[config.mk]
export PLATFORM = sky130hd
export DESIGN_NAME = spmc_ring_buffer_manager
export DESIGN_NICKNAME = d
export VERILOG_FILES = /design/src/design/rbm_pkg.sv /design/src/design/spmc_ring_buffer_manager.sv /design/src/design/rbm_cfg_regs.sv /design/src/design/rbm_reader_ram.sv /design/src/design/rbm_mod_unit.sv
export SDC_FILE = /design/constraint.sdc
export NUM_CORES = 1
export LEC_CHECK = 0
export BUFFER_PORTS_ARGS = -buffer_cell sky130_fd_sc_hd__buf_2
export CAP_MARGIN = 40
export CORE_ASPECT_RATIO = 1.2
export CORE_MARGIN = 2
export CORE_UTILIZATION = 31
export CTS_CLUSTER_DIAMETER = 80
export DETAILED_ROUTE_END_ITERATION = 8
export PLACE_DENSITY = 0.56
export SKIP_LAST_GASP = 1
export SYNTH_ARGS = -nofsm -noshare
export SYNTH_HDL_FRONTEND = slang
export SYNTH_SLANG_ARGS = --single-unit
[constraint.sdc]
create_clock -name clk -period 10.1 [get_ports clk]
set_input_delay 0.505 -clock clk [delete_from_list [all_inputs] [get_ports clk]]
set_output_delay 0.505 -clock clk [all_outputs]
set_load 0.01 [all_outputs]
[src/design/rbm_pkg.sv]
// ----------------------------------------------------------------------------
// rbm_pkg
// Shared types, codes and limits of the ring buffer slot manager.
// ----------------------------------------------------------------------------
package rbm_pkg;

	localparam int MAX_SLOTS   = 256;
	localparam int MAX_READERS = 4;
	localparam int RDR_W       = $clog2(MAX_READERS);
	localparam int CUR_W       = 32;
	localparam int CAP_W       = 9;
	localparam int EB_W        = 13;
	localparam int LIM_W       = 3;
	localparam int SLOT_W      = 8;
	localparam int OFS_W       = 20;
	localparam int ST_W        = 3;
	localparam int ASG_W       = 3;
	localparam int RDY_W       = 8;
	localparam int IN_W        = 8;
	localparam int OUT_W       = 48;
	localparam int ADDR_W      = 4;
	localparam int DATA_W      = 32;
	localparam int EB_MAX      = 4096;

	// operation codes
	localparam logic [2:0] OP_ACQ_WRITE = 3'd0;
	localparam logic [2:0] OP_COMMIT    = 3'd1;
	localparam logic [2:0] OP_ABORT     = 3'd2;
	localparam logic [2:0] OP_ATTACH    = 3'd3;
	localparam logic [2:0] OP_FREEZE    = 3'd4;
	localparam logic [2:0] OP_ACQ_READ  = 3'd5;
	localparam logic [2:0] OP_RELEASE   = 3'd6;

	// status codes
	localparam logic [ST_W-1:0] ST_OK            = 3'd0;
	localparam logic [ST_W-1:0] ST_INVALID       = 3'd1;
	localparam logic [ST_W-1:0] ST_BUSY          = 3'd2;
	localparam logic [ST_W-1:0] ST_OVERFLOW      = 3'd3;
	localparam logic [ST_W-1:0] ST_WOULD_BLOCK   = 3'd4;
	localparam logic [ST_W-1:0] ST_NOT_SUPPORTED = 3'd5;

	localparam logic [ASG_W-1:0] NO_READER = 3'd4;

	// bus kinds
	localparam logic [1:0] KIND_LATEST = 2'd0;
	localparam logic [1:0] KIND_QUEUE  = 2'd1;
	localparam logic [1:0] KIND_SIGNAL = 2'd2;
	localparam logic [1:0] KIND_BLOCK  = 2'd3;

	// register indexes
	localparam logic [1:0] REG_KIND  = 2'd0;
	localparam logic [1:0] REG_CAP   = 2'd1;
	localparam logic [1:0] REG_EB    = 2'd2;
	localparam logic [1:0] REG_LIMIT = 2'd3;

	typedef struct packed {
		logic [1:0]       kind;
		logic [CAP_W-1:0] cap;
		logic [EB_W-1:0]  eb;
		logic [LIM_W-1:0] limit;
		logic             ok;
		logic             wr;
	} cfg_t;

	typedef struct packed {
		logic [CUR_W-1:0] cursor;
		logic [CUR_W-1:0] laps;
	} rd_entry_t;

endpackage

[src/design/spmc_ring_buffer_manager.sv]
// ----------------------------------------------------------------------------
// spmc_ring_buffer_manager
// Slot manager for a single-writer, multi-reader zero-copy buffer.
// ----------------------------------------------------------------------------
// Sequence: an accepted word passes the execute and finish states; queue/signal acquires
//   also run the remainder state (32-step remainder unit for the slot) before the output.
// Flow: one word at a time; the next word is taken the cycle after the result is read.
// Reset and every register write clear the cursors, attach marks and slots;
//   reader entries carry valid bits, so no clearing pass is needed.
module spmc_ring_buffer_manager (
	input  logic                        clk,
	input  logic                        arst_n,
	input  logic                        s_tvalid,
	output logic                        s_tready,
	input  logic [rbm_pkg::IN_W-1:0]    s_tdata,  // mode[2:0], reader[4:3]
	output logic                        m_tvalid,
	input  logic                        m_tready,
	output logic [rbm_pkg::OUT_W-1:0]   m_tdata,  // status[2:0], slot[10:3],
	                                              // slot_offset[30:11],
	                                              // assigned_reader[33:31],
	                                              // avail_cnt[41:34]
	input  logic                        psel,
	input  logic                        penable,
	input  logic                        pwrite,
	input  logic [rbm_pkg::ADDR_W-1:0]  paddr,
	input  logic [rbm_pkg::DATA_W-1:0]  pwdata,
	output logic [rbm_pkg::DATA_W-1:0]  prdata,
	output logic                        pready
);
	import rbm_pkg::*;

	localparam logic [2:0] S_IDLE = 3'd0;
	localparam logic [2:0] S_EXEC = 3'd1;
	localparam logic [2:0] S_MOD  = 3'd2;
	localparam logic [2:0] S_FIN  = 3'd3;
	localparam logic [2:0] S_OUT  = 3'd4;

	cfg_t cfg;

	logic [2:0]             state_q;
	logic [CUR_W-1:0]       wc_q;
	logic [MAX_READERS-1:0] mask_q;
	logic [MAX_READERS-1:0] valid_q;
	logic [LIM_W-1:0]       nattached_q;
	logic                   frozen_q;
	logic                   wopen_q;
	logic                   pub_vld_q;
	logic [1:0]             pub_q;
	logic                   rdg_vld_q;
	logic [1:0]             rdg_q;
	logic [1:0]             wslot_q;

	logic [2:0]             op_s1;
	logic [RDR_W-1:0]       rd_s1;

	logic [ST_W-1:0]        status_s2;
	logic [ASG_W-1:0]       asg_s2;
	logic [CUR_W-1:0]       rc_s2;
	logic                   cfgok_s2;
	logic                   has_slot_s2;
	logic [SLOT_W-1:0]      slot_s2;

	logic [ST_W-1:0]        status_q;
	logic [SLOT_W-1:0]      slot_q;
	logic [OFS_W-1:0]       ofs_q;
	logic [ASG_W-1:0]       asg_q;
	logic [RDY_W-1:0]       rdy_q;

	logic                   in_acc;
	logic [2:0]             in_mode;
	logic [RDR_W-1:0]       in_rd;
	logic [RDR_W-1:0]       ram_raddr;
	rd_entry_t              ram_rdata;
	rd_entry_t              cur;
	logic                   ram_we;
	logic [RDR_W-1:0]       ram_waddr;
	rd_entry_t              ram_wdata;

	logic                   mod_start;
	logic                   mod_done;
	logic [CAP_W-1:0]       mod_rem;

	// result of the execute step
	logic [ST_W-1:0]        ex_status;
	logic [ASG_W-1:0]       ex_asg;
	logic                   ex_need_mod;
	logic                   ex_direct;
	logic [1:0]             ex_dslot;
	logic [CUR_W-1:0]       ex_mod_arg;
	logic [CUR_W-1:0]       ex_rc_after;
	logic [CUR_W-1:0]       nx_wc;
	logic                   nx_wopen;
	logic                   nx_frozen;
	logic                   nx_pub_vld;
	logic [1:0]             nx_pub;
	logic                   nx_rdg_vld;
	logic [1:0]             nx_rdg;
	logic [1:0]             nx_wslot;
	logic [LIM_W-1:0]       nx_nattached;
	logic [MAX_READERS-1:0] nx_mask;
	logic [MAX_READERS-1:0] nx_valid;

	logic [CAP_W-1:0]       cap_m1;
	logic [CUR_W-1:0]       diff;
	logic                   rd_in_lim;
	logic                   rd_ok;
	logic                   free_found;
	logic [RDR_W-1:0]       free_idx;
	logic [1:0]             pick;
	logic [CUR_W-1:0]       fin_diff;
	logic [RDY_W-1:0]       fin_rdy;
	logic [SLOT_W+EB_W-1:0] fin_prod;

	rbm_cfg_regs u_cfg (
		.clk     (clk),
		.arst_n  (arst_n),
		.psel    (psel),
		.penable (penable),
		.pwrite  (pwrite),
		.paddr   (paddr),
		.pwdata  (pwdata),
		.prdata  (prdata),
		.pready  (pready),
		.cfg     (cfg)
	);

	assign s_tready = (state_q == S_IDLE);
	assign m_tvalid = (state_q == S_OUT);
	assign in_acc   = s_tvalid & s_tready;
	assign in_mode  = s_tdata[2:0];
	assign in_rd    = s_tdata[4:3];

	// queue write admission looks at reader 0
	assign ram_raddr = (in_mode == OP_ACQ_WRITE && cfg.kind == KIND_QUEUE) ?
		RDR_W'(0) : in_rd;

	rbm_reader_ram u_ram (
		.clk   (clk),
		.re    (in_acc),
		.raddr (ram_raddr),
		.rdata (ram_rdata),
		.we    (ram_we),
		.waddr (ram_waddr),
		.wdata (ram_wdata)
	);

	rbm_mod_unit u_mod (
		.clk       (clk),
		.arst_n    (arst_n),
		.start     (mod_start),
		.dividend  (ex_mod_arg),
		.divisor   (cfg.cap),
		.done      (mod_done),
		.remainder (mod_rem)
	);

	// entries never written since clear read as zero
	logic [RDR_W-1:0] rd_addr_s1;
	always_ff @(posedge clk) begin
		if (in_acc) begin
			op_s1      <= in_mode;
			rd_s1      <= in_rd;
			rd_addr_s1 <= ram_raddr;
		end
	end
	assign cur = valid_q[rd_addr_s1] ? ram_rdata : '0;

	assign cap_m1    = cfg.cap - 1'b1;
	assign diff      = wc_q - cur.cursor;
	assign rd_in_lim = ({1'b0, rd_s1} < cfg.limit);
	assign rd_ok     = rd_in_lim & mask_q[rd_s1];

	// lowest free reader index below the limit
	always_comb begin
		free_found = 1'b0;
		free_idx   = '0;
		for (int i = MAX_READERS - 1; i >= 0; i--) begin
			if (LIM_W'(i) < cfg.limit && !mask_q[i]) begin
				free_found = 1'b1;
				free_idx   = RDR_W'(i);
			end
		end
	end

	// triple buffer: first slot neither published nor being read
	always_comb begin
		pick = 2'd0;
		for (int i = 2; i >= 0; i--) begin
			if (!(pub_vld_q && pub_q == 2'(i)) && !(rdg_vld_q && rdg_q == 2'(i))) begin
				pick = 2'(i);
			end
		end
	end

	// execute one operation
	always_comb begin
		ex_status    = ST_INVALID;
		ex_asg       = NO_READER;
		ex_need_mod  = 1'b0;
		ex_direct    = 1'b0;
		ex_dslot     = 2'd0;
		ex_mod_arg   = cur.cursor;
		ex_rc_after  = cur.cursor;
		nx_wc        = wc_q;
		nx_wopen     = wopen_q;
		nx_frozen    = frozen_q;
		nx_pub_vld   = pub_vld_q;
		nx_pub       = pub_q;
		nx_rdg_vld   = rdg_vld_q;
		nx_rdg       = rdg_q;
		nx_wslot     = wslot_q;
		nx_nattached = nattached_q;
		nx_mask      = mask_q;
		nx_valid     = valid_q;
		ram_we       = 1'b0;
		ram_waddr    = rd_s1;
		ram_wdata    = cur;
		if (cfg.ok) begin
			case (op_s1)
				OP_ACQ_WRITE: begin
					if (cfg.kind == KIND_BLOCK) begin
						ex_status = ST_NOT_SUPPORTED;
					end else if (wopen_q) begin
						ex_status = ST_BUSY;
					end else if (cfg.kind == KIND_LATEST) begin
						nx_wslot  = pick;
						nx_wopen  = 1'b1;
						ex_direct = 1'b1;
						ex_dslot  = pick;
						ex_status = ST_OK;
					end else if (cfg.kind == KIND_QUEUE && diff >= CUR_W'(cap_m1)) begin
						ex_status = ST_OVERFLOW;
					end else begin
						nx_wopen    = 1'b1;
						ex_need_mod = 1'b1;
						ex_mod_arg  = wc_q;
						ex_status   = ST_OK;
					end
				end
				OP_COMMIT: begin
					if (cfg.kind == KIND_BLOCK) begin
						ex_status = ST_NOT_SUPPORTED;
					end else if (wopen_q) begin
						if (cfg.kind == KIND_LATEST) begin
							nx_pub_vld = 1'b1;
							nx_pub     = wslot_q;
						end else begin
							nx_wc = wc_q + 1'b1;
						end
						nx_wopen  = 1'b0;
						ex_status = ST_OK;
					end
				end
				OP_ABORT: begin
					if (wopen_q) begin
						nx_wopen  = 1'b0;
						ex_status = ST_OK;
					end
				end
				OP_ATTACH: begin
					if (cfg.kind == KIND_BLOCK) begin
						ex_status = ST_NOT_SUPPORTED;
					end else if (frozen_q) begin
						ex_status = ST_BUSY;
					end else if (cfg.kind == KIND_LATEST) begin
						if (nattached_q == '0) begin
							nx_nattached = nattached_q + 1'b1;
							ex_status    = ST_OK;
						end
					end else if (!((cfg.kind == KIND_QUEUE && nattached_q != '0) ||
							nattached_q >= cfg.limit) && free_found) begin
						ram_we           = 1'b1;
						ram_waddr        = free_idx;
						ram_wdata.cursor = wc_q;
						ram_wdata.laps   = '0;
						nx_valid[free_idx] = 1'b1;
						nx_mask[free_idx]  = 1'b1;
						nx_nattached     = nattached_q + 1'b1;
						ex_asg           = ASG_W'(free_idx);
						ex_status        = ST_OK;
						if (free_idx == rd_s1) begin
							ex_rc_after = wc_q;
						end
					end
				end
				OP_FREEZE: begin
					nx_frozen = 1'b1;
					ex_status = ST_OK;
				end
				OP_ACQ_READ: begin
					if (cfg.kind == KIND_LATEST) begin
						if (!pub_vld_q) begin
							ex_status = ST_WOULD_BLOCK;
						end else begin
							nx_rdg_vld = 1'b1;
							nx_rdg     = pub_q;
							ex_direct  = 1'b1;
							ex_dslot   = pub_q;
							ex_status  = ST_OK;
						end
					end else if (!rd_ok) begin
						ex_status = ST_INVALID;
					end else if (diff == '0) begin
						ex_status = ST_WOULD_BLOCK;
					end else begin
						ex_need_mod = 1'b1;
						if (diff >= CUR_W'(cfg.cap)) begin
							ex_rc_after      = wc_q - CUR_W'(cap_m1);
							ex_mod_arg       = ex_rc_after;
							ram_we           = 1'b1;
							ram_wdata.cursor = ex_rc_after;
							ram_wdata.laps   = (&cur.laps) ? cur.laps : cur.laps + 1'b1;
							nx_valid[rd_s1]  = 1'b1;
							ex_status        = ST_OVERFLOW;
						end else begin
							ex_status = ST_OK;
						end
					end
				end
				OP_RELEASE: begin
					if (cfg.kind == KIND_LATEST) begin
						nx_rdg_vld = 1'b0;
						ex_status  = ST_OK;
					end else if (rd_ok) begin
						ex_rc_after      = cur.cursor + 1'b1;
						ram_we           = 1'b1;
						ram_wdata.cursor = ex_rc_after;
						nx_valid[rd_s1]  = 1'b1;
						ex_status        = ST_OK;
					end
				end
				default: ex_status = ST_INVALID;
			endcase
		end
		if (state_q != S_EXEC) begin
			ram_we = 1'b0;
		end
	end

	assign mod_start = (state_q == S_EXEC) && ex_need_mod;

	// sequencer and run-time state
	always_ff @(posedge clk or negedge arst_n) begin
		if (!arst_n) begin
			state_q     <= S_IDLE;
			wc_q        <= '0;
			mask_q      <= '0;
			valid_q     <= '0;
			nattached_q <= '0;
			frozen_q    <= 1'b0;
			wopen_q     <= 1'b0;
			pub_vld_q   <= 1'b0;
			pub_q       <= '0;
			rdg_vld_q   <= 1'b0;
			rdg_q       <= '0;
			wslot_q     <= '0;
		end else if (cfg.wr) begin
			wc_q        <= '0;
			mask_q      <= '0;
			valid_q     <= '0;
			nattached_q <= '0;
			frozen_q    <= 1'b0;
			wopen_q     <= 1'b0;
			pub_vld_q   <= 1'b0;
			rdg_vld_q   <= 1'b0;
			wslot_q     <= '0;
		end else begin
			case (state_q)
				S_IDLE: begin
					if (in_acc) state_q <= S_EXEC;
				end
				S_EXEC: begin
					wc_q        <= nx_wc;
					mask_q      <= nx_mask;
					valid_q     <= nx_valid;
					nattached_q <= nx_nattached;
					frozen_q    <= nx_frozen;
					wopen_q     <= nx_wopen;
					pub_vld_q   <= nx_pub_vld;
					pub_q       <= nx_pub;
					rdg_vld_q   <= nx_rdg_vld;
					rdg_q       <= nx_rdg;
					wslot_q     <= nx_wslot;
					state_q     <= ex_need_mod ? S_MOD : S_FIN;
				end
				S_MOD: begin
					if (mod_done) state_q <= S_FIN;
				end
				S_FIN: begin
					state_q <= S_OUT;
				end
				S_OUT: begin
					if (m_tready) state_q <= S_IDLE;
				end
				default: state_q <= S_IDLE;
			endcase
		end
	end

	// hold the execute results for the finish step
	always_ff @(posedge clk) begin
		if (state_q == S_EXEC) begin
			status_s2   <= ex_status;
			asg_s2      <= ex_asg;
			rc_s2       <= ex_rc_after;
			cfgok_s2    <= cfg.ok;
			has_slot_s2 <= ex_direct;
			slot_s2     <= SLOT_W'(ex_dslot);
		end else if (state_q == S_MOD && mod_done) begin
			has_slot_s2 <= 1'b1;
			slot_s2     <= mod_rem[SLOT_W-1:0];
		end
	end

	// ready count after the operation, clipped to capacity minus one
	assign fin_diff = wc_q - rc_s2;
	always_comb begin
		if (!cfgok_s2) begin
			fin_rdy = '0;
		end else if (cfg.kind == KIND_LATEST) begin
			fin_rdy = RDY_W'(pub_vld_q);
		end else if (!rd_in_lim) begin
			fin_rdy = '0;
		end else if (fin_diff > CUR_W'(cap_m1)) begin
			fin_rdy = cap_m1[RDY_W-1:0];
		end else begin
			fin_rdy = fin_diff[RDY_W-1:0];
		end
	end

	assign fin_prod = (SLOT_W+EB_W)'(has_slot_s2 ? slot_s2 : '0) *
		(SLOT_W+EB_W)'(cfg.eb);

	// load the output word
	always_ff @(posedge clk) begin
		if (state_q == S_FIN) begin
			status_q <= status_s2;
			slot_q   <= has_slot_s2 ? slot_s2 : '0;
			ofs_q    <= fin_prod[OFS_W-1:0];
			asg_q    <= asg_s2;
			rdy_q    <= fin_rdy;
		end
	end

	assign m_tdata = {6'b0, rdy_q, asg_q, ofs_q, slot_q, status_q};

endmodule

[src/design/rbm_cfg_regs.sv]
// ----------------------------------------------------------------------------
// rbm_cfg_regs
// Configuration registers behind the APB port and the validity check.
// ----------------------------------------------------------------------------
module rbm_cfg_regs (
	input  logic                       clk,
	input  logic                       arst_n,
	input  logic                       psel,
	input  logic                       penable,
	input  logic                       pwrite,
	input  logic [rbm_pkg::ADDR_W-1:0] paddr,
	input  logic [rbm_pkg::DATA_W-1:0] pwdata,
	output logic [rbm_pkg::DATA_W-1:0] prdata,
	output logic                       pready,
	output rbm_pkg::cfg_t              cfg
);
	import rbm_pkg::*;

	logic [1:0]       kind_q;
	logic [CAP_W-1:0] cap_q;
	logic [EB_W-1:0]  eb_q;
	logic [LIM_W-1:0] limit_q;
	logic             wr_en;
	logic [1:0]       idx;

	assign pready = 1'b1;
	assign wr_en  = psel & penable & pwrite;
	assign idx    = paddr[3:2];

	// update the addressed register
	always_ff @(posedge clk or negedge arst_n) begin
		if (!arst_n) begin
			kind_q  <= KIND_QUEUE;
			cap_q   <= CAP_W'(4);
			eb_q    <= EB_W'(4);
			limit_q <= LIM_W'(1);
		end else if (wr_en) begin
			case (idx)
				REG_KIND:  kind_q  <= pwdata[1:0];
				REG_CAP:   cap_q   <= pwdata[CAP_W-1:0];
				REG_EB:    eb_q    <= pwdata[EB_W-1:0];
				REG_LIMIT: limit_q <= pwdata[LIM_W-1:0];
				default:   kind_q  <= kind_q;
			endcase
		end
	end

	// read back
	always_comb begin
		case (idx)
			REG_KIND:  prdata = DATA_W'(kind_q);
			REG_CAP:   prdata = DATA_W'(cap_q);
			REG_EB:    prdata = DATA_W'(eb_q);
			REG_LIMIT: prdata = DATA_W'(limit_q);
			default:   prdata = '0;
		endcase
	end

	// check the combination
	always_comb begin
		cfg.kind  = kind_q;
		cfg.cap   = cap_q;
		cfg.eb    = eb_q;
		cfg.limit = limit_q;
		cfg.wr    = wr_en;
		cfg.ok    = 1'b1;
		if (eb_q == '0 || eb_q > EB_W'(EB_MAX)) cfg.ok = 1'b0;
		if (cap_q < CAP_W'(2) || cap_q > CAP_W'(MAX_SLOTS)) cfg.ok = 1'b0;
		if (limit_q == '0 || limit_q > LIM_W'(MAX_READERS)) cfg.ok = 1'b0;
		if (kind_q == KIND_LATEST && cap_q < CAP_W'(3)) cfg.ok = 1'b0;
		if (kind_q == KIND_QUEUE && limit_q != LIM_W'(1)) cfg.ok = 1'b0;
	end

endmodule

[src/design/rbm_reader_ram.sv]
// ----------------------------------------------------------------------------
// rbm_reader_ram
// Per-reader cursor and lap count store, one write and one registered read.
// ----------------------------------------------------------------------------
module rbm_reader_ram (
	input  logic                      clk,
	input  logic                      re,
	input  logic [rbm_pkg::RDR_W-1:0] raddr,
	output rbm_pkg::rd_entry_t        rdata,
	input  logic                      we,
	input  logic [rbm_pkg::RDR_W-1:0] waddr,
	input  rbm_pkg::rd_entry_t        wdata
);
	import rbm_pkg::*;

	rd_entry_t mem [MAX_READERS];

	// write port
	always_ff @(posedge clk) begin
		if (we) begin
			mem[waddr] <= wdata;
		end
	end

	// registered read port
	always_ff @(posedge clk) begin
		if (re) begin
			rdata <= mem[raddr];
		end
	end

endmodule

[src/design/rbm_mod_unit.sv]
// ----------------------------------------------------------------------------
// rbm_mod_unit
// Restoring remainder of a cursor by the capacity, one bit per cycle.
// ----------------------------------------------------------------------------
module rbm_mod_unit (
	input  logic                      clk,
	input  logic                      arst_n,
	input  logic                      start,
	input  logic [rbm_pkg::CUR_W-1:0] dividend,
	input  logic [rbm_pkg::CAP_W-1:0] divisor,
	output logic                      done,
	output logic [rbm_pkg::CAP_W-1:0] remainder
);
	import rbm_pkg::*;

	localparam int CNT_W = $clog2(CUR_W);

	logic             busy_q;
	logic [CNT_W-1:0] cnt_q;
	logic [CUR_W-1:0] dvd_q;
	logic [CAP_W-1:0] div_q;
	logic [CAP_W-1:0] rem_q;
	logic             done_q;
	logic [CAP_W:0]   trial;

	// shift the next dividend bit into the partial remainder
	assign trial     = {rem_q, dvd_q[CUR_W-1]};
	assign done      = done_q;
	assign remainder = rem_q;

	always_ff @(posedge clk or negedge arst_n) begin
		if (!arst_n) begin
			busy_q <= 1'b0;
			done_q <= 1'b0;
			cnt_q  <= '0;
		end else begin
			done_q <= 1'b0;
			if (start) begin
				busy_q <= 1'b1;
				cnt_q  <= '0;
			end else if (busy_q) begin
				cnt_q <= cnt_q + 1'b1;
				if (cnt_q == CNT_W'(CUR_W - 1)) begin
					busy_q <= 1'b0;
					done_q <= 1'b1;
				end
			end
		end
	end

	// datapath: subtract where it fits
	always_ff @(posedge clk) begin
		if (start) begin
			dvd_q <= dividend;
			div_q <= divisor;
			rem_q <= '0;
		end else if (busy_q) begin
			dvd_q <= {dvd_q[CUR_W-2:0], 1'b0};
			if (trial >= {1'b0, div_q}) begin
				rem_q <= CAP_W'(trial - {1'b0, div_q});
			end else begin
				rem_q <= trial[CAP_W-1:0];
			end
		end
	end

endmodule

# == After elaboration in Yosys (flattened, before gate mapping) ==
# Memories as Yosys holds them, arrays and structs flattened. A register that Yosys moved wholly into a read port is not among the register bits.
# Cells that the tools add are included.
# op_classes
bitwise_logic,14
div_mod_pow,0
n_mux,217
reduce_logical,85
multipliers,1
n_lt_le_gt_ge,20
shifts,0
n_eq_ne,46
add_sub_neg,10
# op_table
cell,n
$mux 32,27
$mux 64,10
$pmux 32 s3,2
$pmux 32 s2,2
$pmux 32 s4,1
$add 32x1->32 const B,3
$mux 4,21
$mux 1,81
$mux 2,33
$mux 3,22
$ge 32x9->1,2
$sub 32x32->32,2
$ne 3x2->1 const B,15
$gt 32x9->1,1
$logic_not 32->1,1
$reduce_and 32->1,1
$sub 32x9->32,1
$reduce_and 6->1,5
$logic_and 1x1->1,23
$reduce_bool 2->1,11
$pmux 3 s7,1
$reduce_and 7->1,3
$mul 8x13->20,1
$lt 9x2->1 const B,2
51 further kinds,122
# totals
romBits,0
ff_bits,237
ramBits,256
n_memories,1
out_inout_bits,83
latch_bits,0
in_bits,51
word_cells,433
# memory_table
name,words,word_bits,read_ports,rd_clocked_by_memory_dff,write_ports,line,text
u_ram.mem,4,64,1,1,1,rbm_reader_ram.sv:16,rd_entry_t mem [MAX_READERS];

# == Logic depth before layout (Yosys ltp) ==
# Gate-level depths: netlist of run 1.
# logic_depth
word_depth,19
ltp_mapped,24
ltp_nobuf,22

# == Cells and area by module ==
# Synthesis of run 1 repeated with hierarchy kept, for this count alone.
# unflattened
cells_unflattened,3421
hier_area_um2,36227.2
# by_module_without_submodules
mod,seq_area_each_um2,cells_each,area_per_inst_um2,n_inst
spmc_ring_buffer_manager,4254.1,2681,20669.8,1
rbm_reader_ram,9609.2,402,11263.3,1
rbm_mod_unit,1586.5,215,2810.2,1
rbm_cfg_regs,680.7,123,1483.9,1

# == Least setup slack after synthesis of run 1 ==
# Ideal clock, no wire load.
# synth_timing
path_type,reg2reg
start,register rd_addr_s1[0]
end,memory u_ram.mem[3][32] (netlist bit) (enable)
synth_period_minus_slack_ps,6652
n_path_buf,4
path_slack_ps,3448
arrival_ps,6219
path_stages_with_launch,22
cell_sequence,edfxtp_1 > mux4_2 > clkbuf_1 > clkbuf_1 > clkbuf_1 > clkbuf_1 > and2_1 > inv_1 > ha_1 > o2111ai_1 > nand3b_1 > xor2_1 > ha_1 > o21ai_0 > a21oi_1 > o21ai_0 > nand2b_1 > a211oi_1 > nor3_1 > o21ai_0 > a211o_1 > a21oi_1
# synth_via
elab_chain_cells,14
# synth_rtl
item,line,text
from (decl),spmc_ring_buffer_manager.sv:158,logic [RDR_W-1:0] rd_addr_s1;
from (signal assigned),spmc_ring_buffer_manager.sv:163,rd_addr_s1 <= ram_raddr;
$bmux 1 s2 (*),spmc_ring_buffer_manager.sv:166,assign cur = valid_q[rd_addr_s1] ? ram_rdata : '0;
$mux 1 (implied by the code) (*),spmc_ring_buffer_manager.sv:166,
$mux 64 (*),spmc_ring_buffer_manager.sv:166,
$sub 32x32->32 (*),spmc_ring_buffer_manager.sv:169,assign diff = wc_q - cur.cursor;
$ge 32x9->1,spmc_ring_buffer_manager.sv:307,if (diff >= CUR_W'(cfg.cap)) begin
$mux 1,spmc_ring_buffer_manager.sv:307,
$mux 1 (*),spmc_ring_buffer_manager.sv:303,end else if (diff == '0) begin
$mux 1 (*),spmc_ring_buffer_manager.sv:301,end else if (!rd_ok) begin
$mux 1 (*),spmc_ring_buffer_manager.sv:291,if (cfg.kind == KIND_LATEST) begin
$pmux 1 s3 (*),spmc_ring_buffer_manager.sv:219,case (op_s1)
$mux 1 (*),spmc_ring_buffer_manager.sv:218,if (cfg.ok) begin
$mux 1 (*),spmc_ring_buffer_manager.sv:335,if (state_q != S_EXEC) begin
$mux 1 (*),rbm_reader_ram.sv:20,if (we) begin
$mux 1 (implied by the code) (*),rbm_reader_ram.sv:21,mem[waddr] <= wdata;
to (decl),rbm_reader_ram.sv:16,
# Every way passes the cells marked *; elsewhere a longest branch is shown, timed or not. The select of a mux whose other input is x is not followed.

==> results of run 1 <==
[cells by family after synthesis]
group                      synth area share
and+or+nand+nor                      0.1661
AOI/OAI and AO/OA                    0.1723
buffers and inverters               0.05965
DFF                                  0.3901
adders and majority gates            0.1165
muxes                               0.05702
xor gates and xnor gates            0.03797
other                             0.0002587
[final cells by class]
class,count,area (µm²),share of cell area
clock buffer,60,1275,0.03942
clock inverter,22,240.2,0.007427
inverter,207,777.0,0.02402
multi-input combinational,2291,16180,0.5004
sequential,397,11330,0.3502
tap,1240,1551,0.04797
timing repair buffer,143,989.7,0.03060
[final timing paths]
check / from / to / slack [ps] / cells past startpoint
setup / recovery: rd_addr_s1[0] / u_ram.mem[2][33] / 2900 / 18
hold / removal: s_tdata[0] / op_s1[0] / 100 / 1
setup reg to reg: rd_addr_s1[0] / u_ram.mem[2][33] / 2900 / 18
hold reg to reg: asg_s2[0] / asg_q[0] / 420 / 0
max in group asynchronous: arst_n / wc_q[6] / 8720 / 4
min in group asynchronous: arst_n / valid_q[2] / 360 / 2
[layout by cell type (no fill, tap or decap), types with 15 or more instances in the layout]
cell / netlist / layout
buf_4: 26 / 51
xnor2_1: 75 / 75
o22ai_1: 44 / 44
o221ai_1: 23 / 23
nand3_1: 101 / 101
mux2_2: 27 / 27
nor3_1: 74 / 70
a31oi_1: 49 / 49
and2_1: 34 / 33
a211oi_1: 25 / 25
a21oi_1: 166 / 165
ha_1: 160 / 160
inv_1: 204 / 203
a21o_1: 50 / 50
nand2_1: 238 / 238
o21a_1: 38 / 37
dfxtp_1: 15 / 15
nand4_1: 32 / 32
clkbuf_16: 0 / 47
buf_2: 16 / 83
nor2b_1: 37 / 37
dfrtp_1: 86 / 86
nor4_1: 25 / 23
o21ai_0: 176 / 174
conb_1: 2 / 26
nor3b_1: 18 / 18
or3_1: 24 / 24
fa_1: 69 / 69
nand2b_1: 27 / 26
o21ai_1: 15 / 17
edfxtp_1: 292 / 292
nor2_1: 250 / 245
xor2_1: 49 / 49
mux2i_1: 123 / 123
and3_1: 86 / 83
o211ai_1: 26 / 26
[routing by layer]
metal,GRT usage,vias up,share of wire
li1,-,11190,-
met1,0.2363,11840,0.41
met2,0.3310,918,0.48
met3,0.02863,234,0.064
met4,0.08829,0,0.048
met5,0,-,0
[sequential cells by signal (all words and copies together), names as in the netlist, 13 cells and up]
register / flops
u_ram.mem: 128
rc_s2: 32
u_mod.dvd_q: 32
u_ram.rdata: 32
wc_q: 32
ofs_q: 20
u_cfg.eb_q: 13
[worst max-delay path, stage by stage, from the launching register on]
cell      delay, ps
edfxtp_1        390
mux4_2          540
buf_4           420
and2_1          260
clkinv_1        270
ha_1            490
o21a_1          160
o211ai_1        110
a211oi_1        350
nand3_1         220
a21oi_2         340
nor4_1           90
o41ai_1         420
or4_1           470
o21a_2          650
buf_4           550
mux2_4          340
a222oi_1        380
o21ai_1         330
[power groups by stage]
stage                     logic [mW]  clock network [mW]  registers (mW)
final                           1.95                1.70            2.25
after global routing            2.13                1.80            2.28
after CTS                       1.94                1.74            2.25
after detailed placement        1.93                   0            2.28
after global placement          1.89                   0            2.29
after floorplan                 1.30                   0            2.21
[per-stage QoR]
stage	power (mW)	hold slack, ps
CTS	5.926	76.94
detailed placement	4.212	404.5
global placement	4.181	406.5
floorplan	3.509	209.4
finish	5.907	101.9
global route	6.205	88.01
==> results.ini, run 1 <==
[timing]
slew_viol_final = 0
setup_viol = 0
final.setup.tns_ps = 0
period_needed_ps = 7202
relSlewSlack = 0.3314
fmax_mhz = 138.8
unrepaired_setup_endpoints_after_global_routing = no
hold_viol_final = 0
timing.final.crit_share = 0.7131
timing_worst_slew_pin_value_ps = 992.4
fin_worst_skew_ps = 51.13
timing.final.ws_setup_ps = 2898

[power]
share_of_power_burned_in_registers = 0.381
share_clk_of_total_power = 0.288
power_leakage_nw = 13.19
netSwitchingFraction = 0.3801
switching_power_mw = 2.245
powerDensity_mw_per_mm2 = 182.6
ir_worst_vdd_mv = 0.1115
comb_power_share = 0.330
cell_internal_pwr_mw = 3.662

[floorplan]
num_io_pins = 134
dieArea_mm2 = 0.09612
dieHeight_um = 339.2
design.core.area_mm2 = 0.09250
initial_core_utilization = 0.3138
placementRows = 122
floorplan.die.width_um = 283.4

[global_route]
grt_max_degree = 63
antenna_found_initial = 0
grt_pass1_wl_um = 143900
grt-ovfl-total = 0
groute.usage.overall = 0.1921
vias_in_the_first_global_route = 23540

[detailed_routing]
finalWirelength_um = 94310
avg_wl_per_cell_um = 21.63
remaining_drc_errors = 0
dr.pass1.iters = 6
antenna_left = 0
route.vias.total = 24190
drt_iter0_markers = 1924
vias_per_cell = 5.548

[cells_and_area]
drive_gt1_frac = 0.09776
areaGrowthSynthToFinish_pct = 11.41
postLayoutCoreUtil = 0.3496
finish.cell_count_without_fillers = 4360
post-route-cell-area_mm2 = 0.03234
n_antenna_cell = 0
nNetsFinal = 3364
nFillCells = 9515

[clocking]
clkLatencyLatePin_ps = 620
tritoncts_clock_tree = yes
clk_pin_slew_worst_paths_ps = 70
clock-root-buffer = clkbuf_16
tritoncts.num_buffers = 44
buffer_depth_of_the_longest_clock_path = 3
cts_post_setup_buffers_inserted = 0
holdBufCountCts = 1
cts.sinks = 397
htree_num_levels = 2
cts_resized = 0

[worst_setup_path]
critical_path.endpoint_type = register
cp.required_ps = 10360
worstSetupPathType = reg -> reg
worstPathArrival_ps = 7470
critical_path.startpoint_type = register
crit_fanout = 34

[placed_design]
placed_area_mm2 = 0.03082
pre_cts_ws_ps = 3146
count_of_buffers_from_port_buffering = 83
dpl.cell_count = 4277
dpl.hpwl_um = 66870
globalplace.congestion = 0.9427

[yosys]
synth_most_common_cell = edfxtp_1
synth_async_sr_flop_share = 0.2267
synth_sequential_area_ratio = 0.3901
netlist_top_cells_area = edfxtp_1 (30%), dfrtp_1 (7.4%), ha_1 (6.9%)
yosysWarningCount = 0
syn-instance-count = 3092
synthTopCellsByCount = edfxtp_1 (292), nor2_1 (250), nand2_1 (238)
synth.top_cell.area_share = 0.3020
post-synth-top-area-cell = edfxtp_1
number_of_storage_elements_in_the_synthesis_netlist = 397
synth_cell_types = 96
combined_area_of_all_synthesized_cells_mm2 = 0.02903
synth-edff-count = 292
syn_area_per_cell_um2 = 9.389
yosys_most_used_dff = edfxtp_1

[hold_path]
hold_path_class = in -> reg

[status]
outcome = completed

[job]
max_cap_viol_count = 0

Power figures use the tool's default switching activity.
==> inputs of run 2 (changes only) <==
--- a/config.mk
+++ b/config.mk
@@ -5,6 +5,7 @@
 export SDC_FILE = /design/constraint.sdc
 export NUM_CORES = 1
 export LEC_CHECK = 0
+export ABC_AREA = 1
 export BUFFER_PORTS_ARGS = -buffer_cell sky130_fd_sc_hd__buf_2
 export CAP_MARGIN = 40
 export CORE_ASPECT_RATIO = 1.2
==> constraint.sdc (replaced) <==
create_clock -name clk -period 7.4 [get_ports clk]
set_input_delay 0.37 -clock clk [delete_from_list [all_inputs] [get_ports clk]]
set_output_delay 0.37 -clock clk [all_outputs]
set_load 0.01 [all_outputs]
==> run 2 against run 1 <==
Clock power up 42%; power up 84%; global-route usage up 3.7 points; cell count up 30%; clock skew down 4.5 ps; sequential cell count unchanged; routed wire length up 28%; maximum frequency up 18%; sequential share of layout area down 2.8 points; critical endpoint is now rc_s2[5]; largest cell class unchanged; highest routed layer unchanged.
==> results.ini, run 2 <==
[timing]
hold_slack_ps = 60.34
timing.final.ws_setup_ps = 1320
timing_worst_slew_pin_value_ps = 939.9
fmax_mhz = 164.5
fin_worst_skew_ps = 46.61
timing.final.crit_share = 0.8216
relSlewSlack = 0.3668
setup_viol = 0
hold_viol_final = 0
unrepaired_setup_endpoints_after_global_routing = no
slew_viol_final = 0
final.setup.tns_ps = 0
period_needed_ps = 6080

[clocking]
clkLatencyLatePin_ps = 620
tritoncts_clock_tree = yes
buffer_depth_of_the_longest_clock_path = 3
htree_num_levels = 2
clk_pin_slew_worst_paths_ps = 60
tritoncts.num_buffers = 49
clock-root-buffer = clkbuf_16
cts.sinks = 397

[worst_setup_path]
cp_slowest_cell = o21ai_0
worstRegToRegCells = 31
timing.reg2reg.setup_slack_ps = 1320
worstSetupPathType = reg -> reg
crit-reg2reg-capture = rc_s2[5]
cp.required_ps = 7730
critical_path.reg2reg.startpoint = rd_addr_s1[0]
critical_path.endpoint_type = register
critical_path.most_common_cell = nand2_1
worstPathArrival_ps = 6410
critical_path.startpoint_type = register
crit_fanout = 13
worst_path_largest_cell_delay_ps = 480

[cells_and_area]
regArea_mm2 = 0.01133
post-route-cell-area_mm2 = 0.03516
largest_reg_flops = 128
most-common-layout-cells = nand2_1 (969), inv_1 (696), nor2_1 (431)
nFillCells = 10670
total_area_of_multi_input_combinational_cells_mm2 = 0.01666
areaGrowthSynthToFinish_pct = 12.45
regMostFlops = u_ram.mem
drive_gt1_frac = 0.06996
leading_cell_type_in_the_layout_fill_and_taps_excluded = nand2_1
finish.cell_count_without_fillers = 5679
nNetsFinal = 4631

[placed_design]
pre_cts_ws_ps = 1499
dpl.hpwl_um = 92080
globalplace.congestion = 1.006
placed_area_mm2 = 0.03346
count_of_buffers_from_port_buffering = 83
dpl.cell_count = 5579

[yosys]
synth_compound_area_frac = 0.1413
synth_async_sr_flop_share = 0.2267
netlist_top_cells_area = edfxtp_1 (28%), nand2_1 (12%), inv_1 (8.4%)
synth_sequential_area_ratio = 0.3623
synth_top_family_by_area = simple AND/OR/NAND/NOR gates
yosysWarningCount = 0
synthTopCellsByCount = nand2_1 (970), inv_1 (697), nor2_1 (440)
synth_xor_area_frac = 0.02746
synth.top_cell.area_share = 0.2805
combined_area_of_all_synthesized_cells_mm2 = 0.03126
synth_simple_gate_area_frac = 0.2499
synth.area.mux_share = 0.0007204
number_of_storage_elements_in_the_synthesis_netlist = 397
yosys_most_used_dff = edfxtp_1
synth-edff-count = 292
post-synth-top-area-cell = edfxtp_1
syn_area_per_cell_um2 = 7.346
synth_cell_types = 63
synth_most_common_cell = nand2_1
syn-instance-count = 4256
synth_fa_ha_area_frac = 0.1082

[detailed_routing]
finalWirelength_um = 121000
remaining_drc_errors = 0
avg_wl_per_cell_um = 21.30
antenna_left = 0
drt_iter0_markers = 3059
vias_per_cell = 5.228
route.vias.total = 29690
dr.pass1.iters = 8

[status]
outcome = completed

[job]
max_cap_viol_count = 0

[floorplan]
placementRows = 127
design.core.area_mm2 = 0.09995
num_io_pins = 134
initial_core_utilization = 0.3128
floorplan.die.width_um = 293.9
dieHeight_um = 351.9
dieArea_mm2 = 0.1034

[hold_path]
hold_path_class = in -> reg
worstHoldEndpoint = u_cfg.eb_q[8]
whs_path_cells = 3
timing.hold.worst.start = pwdata[8]

[global_route]
grt_pass1_wl_um = 176900
vias_in_the_first_global_route = 27490
grt_max_degree = 67
grt-ovfl-total = 0
antenna_found_initial = 1
groute.usage.overall = 0.2288

[power]
ir_worst_vdd_mv = 0.1823
power_leakage_nw = 16.52
powerDensity_mw_per_mm2 = 309.6

-- run 2: cell types whose count changed after synthesis, sizes merged, moves of 37 or more --
cell and change:
inv +496, xnor2 -57, a21oi +62, nand3 +140
nor2 +203, mux2i -123, and3 -85, nand2 +737
a21o -40, clkbuf -59, o21ai +149, nor2b -37
-- run 2: what timing repair did --
action                    CTS  global route
buffers inserted            0             0
hold endpoints to repair   37             0
hold buffers               10             0
gates resized for setup     0             0
-- run 2: kinds of logic after synthesis --
group / Yosys count
AOI/OAI and AO/OA: 792
xor gates and xnor gates: 98
adders and majority gates: 229
buffers and inverters: 878
DFF: 397
muxes: 2
other: 2
and+or+nand+nor: 1858
-- run 2: layer usage --
metal | global-route usage | share of wire | routed length, µm
met3 | 0.03208 | 0.072 | 8755
met2 | 0.3703 | 0.45 | 54040
met1 | 0.2907 | 0.41 | 49730
met5 | 0 | 0 | 0
met4 | 0.1358 | 0.070 | 8457
-- run 2: area by class of cell --
| cell class | instances | area share |
|---|---|---|
| repair buffers | 181 | 0.03641 |
| diodes | 1 | 0.00007118 |
| flip-flops and latches | 397 | 0.3222 |
| clock inverters | 28 | 0.008399 |
| well taps | 1290 | 0.04591 |
| clock buffers | 60 | 0.03666 |
| multi-input cells | 3005 | 0.4738 |
| inverters | 717 | 0.07656 |
-- run 2: worst max path at each step --
stage                       start          endpoint  slack [ps]  cells after the start
CTS                 rd_addr_s1[0]  u_ram.mem[1][36]        1480                     31
floorplan           rd_addr_s1[0]  u_ram.mem[0][32]        1330                     30
detailed placement  rd_addr_s1[0]          rc_s2[1]        1500                     31
global placement    rd_addr_s1[0]          rc_s2[1]        1490                     31
finish              rd_addr_s1[0]          rc_s2[5]        1320                     31
global route        rd_addr_s1[0]  u_ram.mem[1][36]         810                     31
-- run 2: metrics by stage --
| step | total power, mW | util |
|---|---|---|
| 5_1_grt | 11.60 | 0.3517 |
| 3_5_place_dp | 8.406 | 0.3348 |
| 6_report | 10.89 | 0.3517 |
| 2_1_floorplan | 6.542 | - |
| 4_1_cts | 10.86 | 0.3517 |
| 3_3_place_gp | 8.356 | 0.3338 |
-- run 2: power by group --
part	internal [mW]	total [mW]	switching [mW]
combinational	1.56	5.29	3.73
clock	1.42	2.42	1.01
sequential	2.92	3.17	0.250
total	5.90	10.9	4.98
-- run 2: worst max-delay path, delay by kind of cell (launching register included) --
kind                     cells  cell delay, ps
AND/OR/NAND/NOR             18            2280
XOR/XNOR                     1             280
AO/OA/AOI/OAI                4            1000
buffers and inverters        6            1050
adder cells (fa/ha/maj)      2             740
flip-flops                   1             410
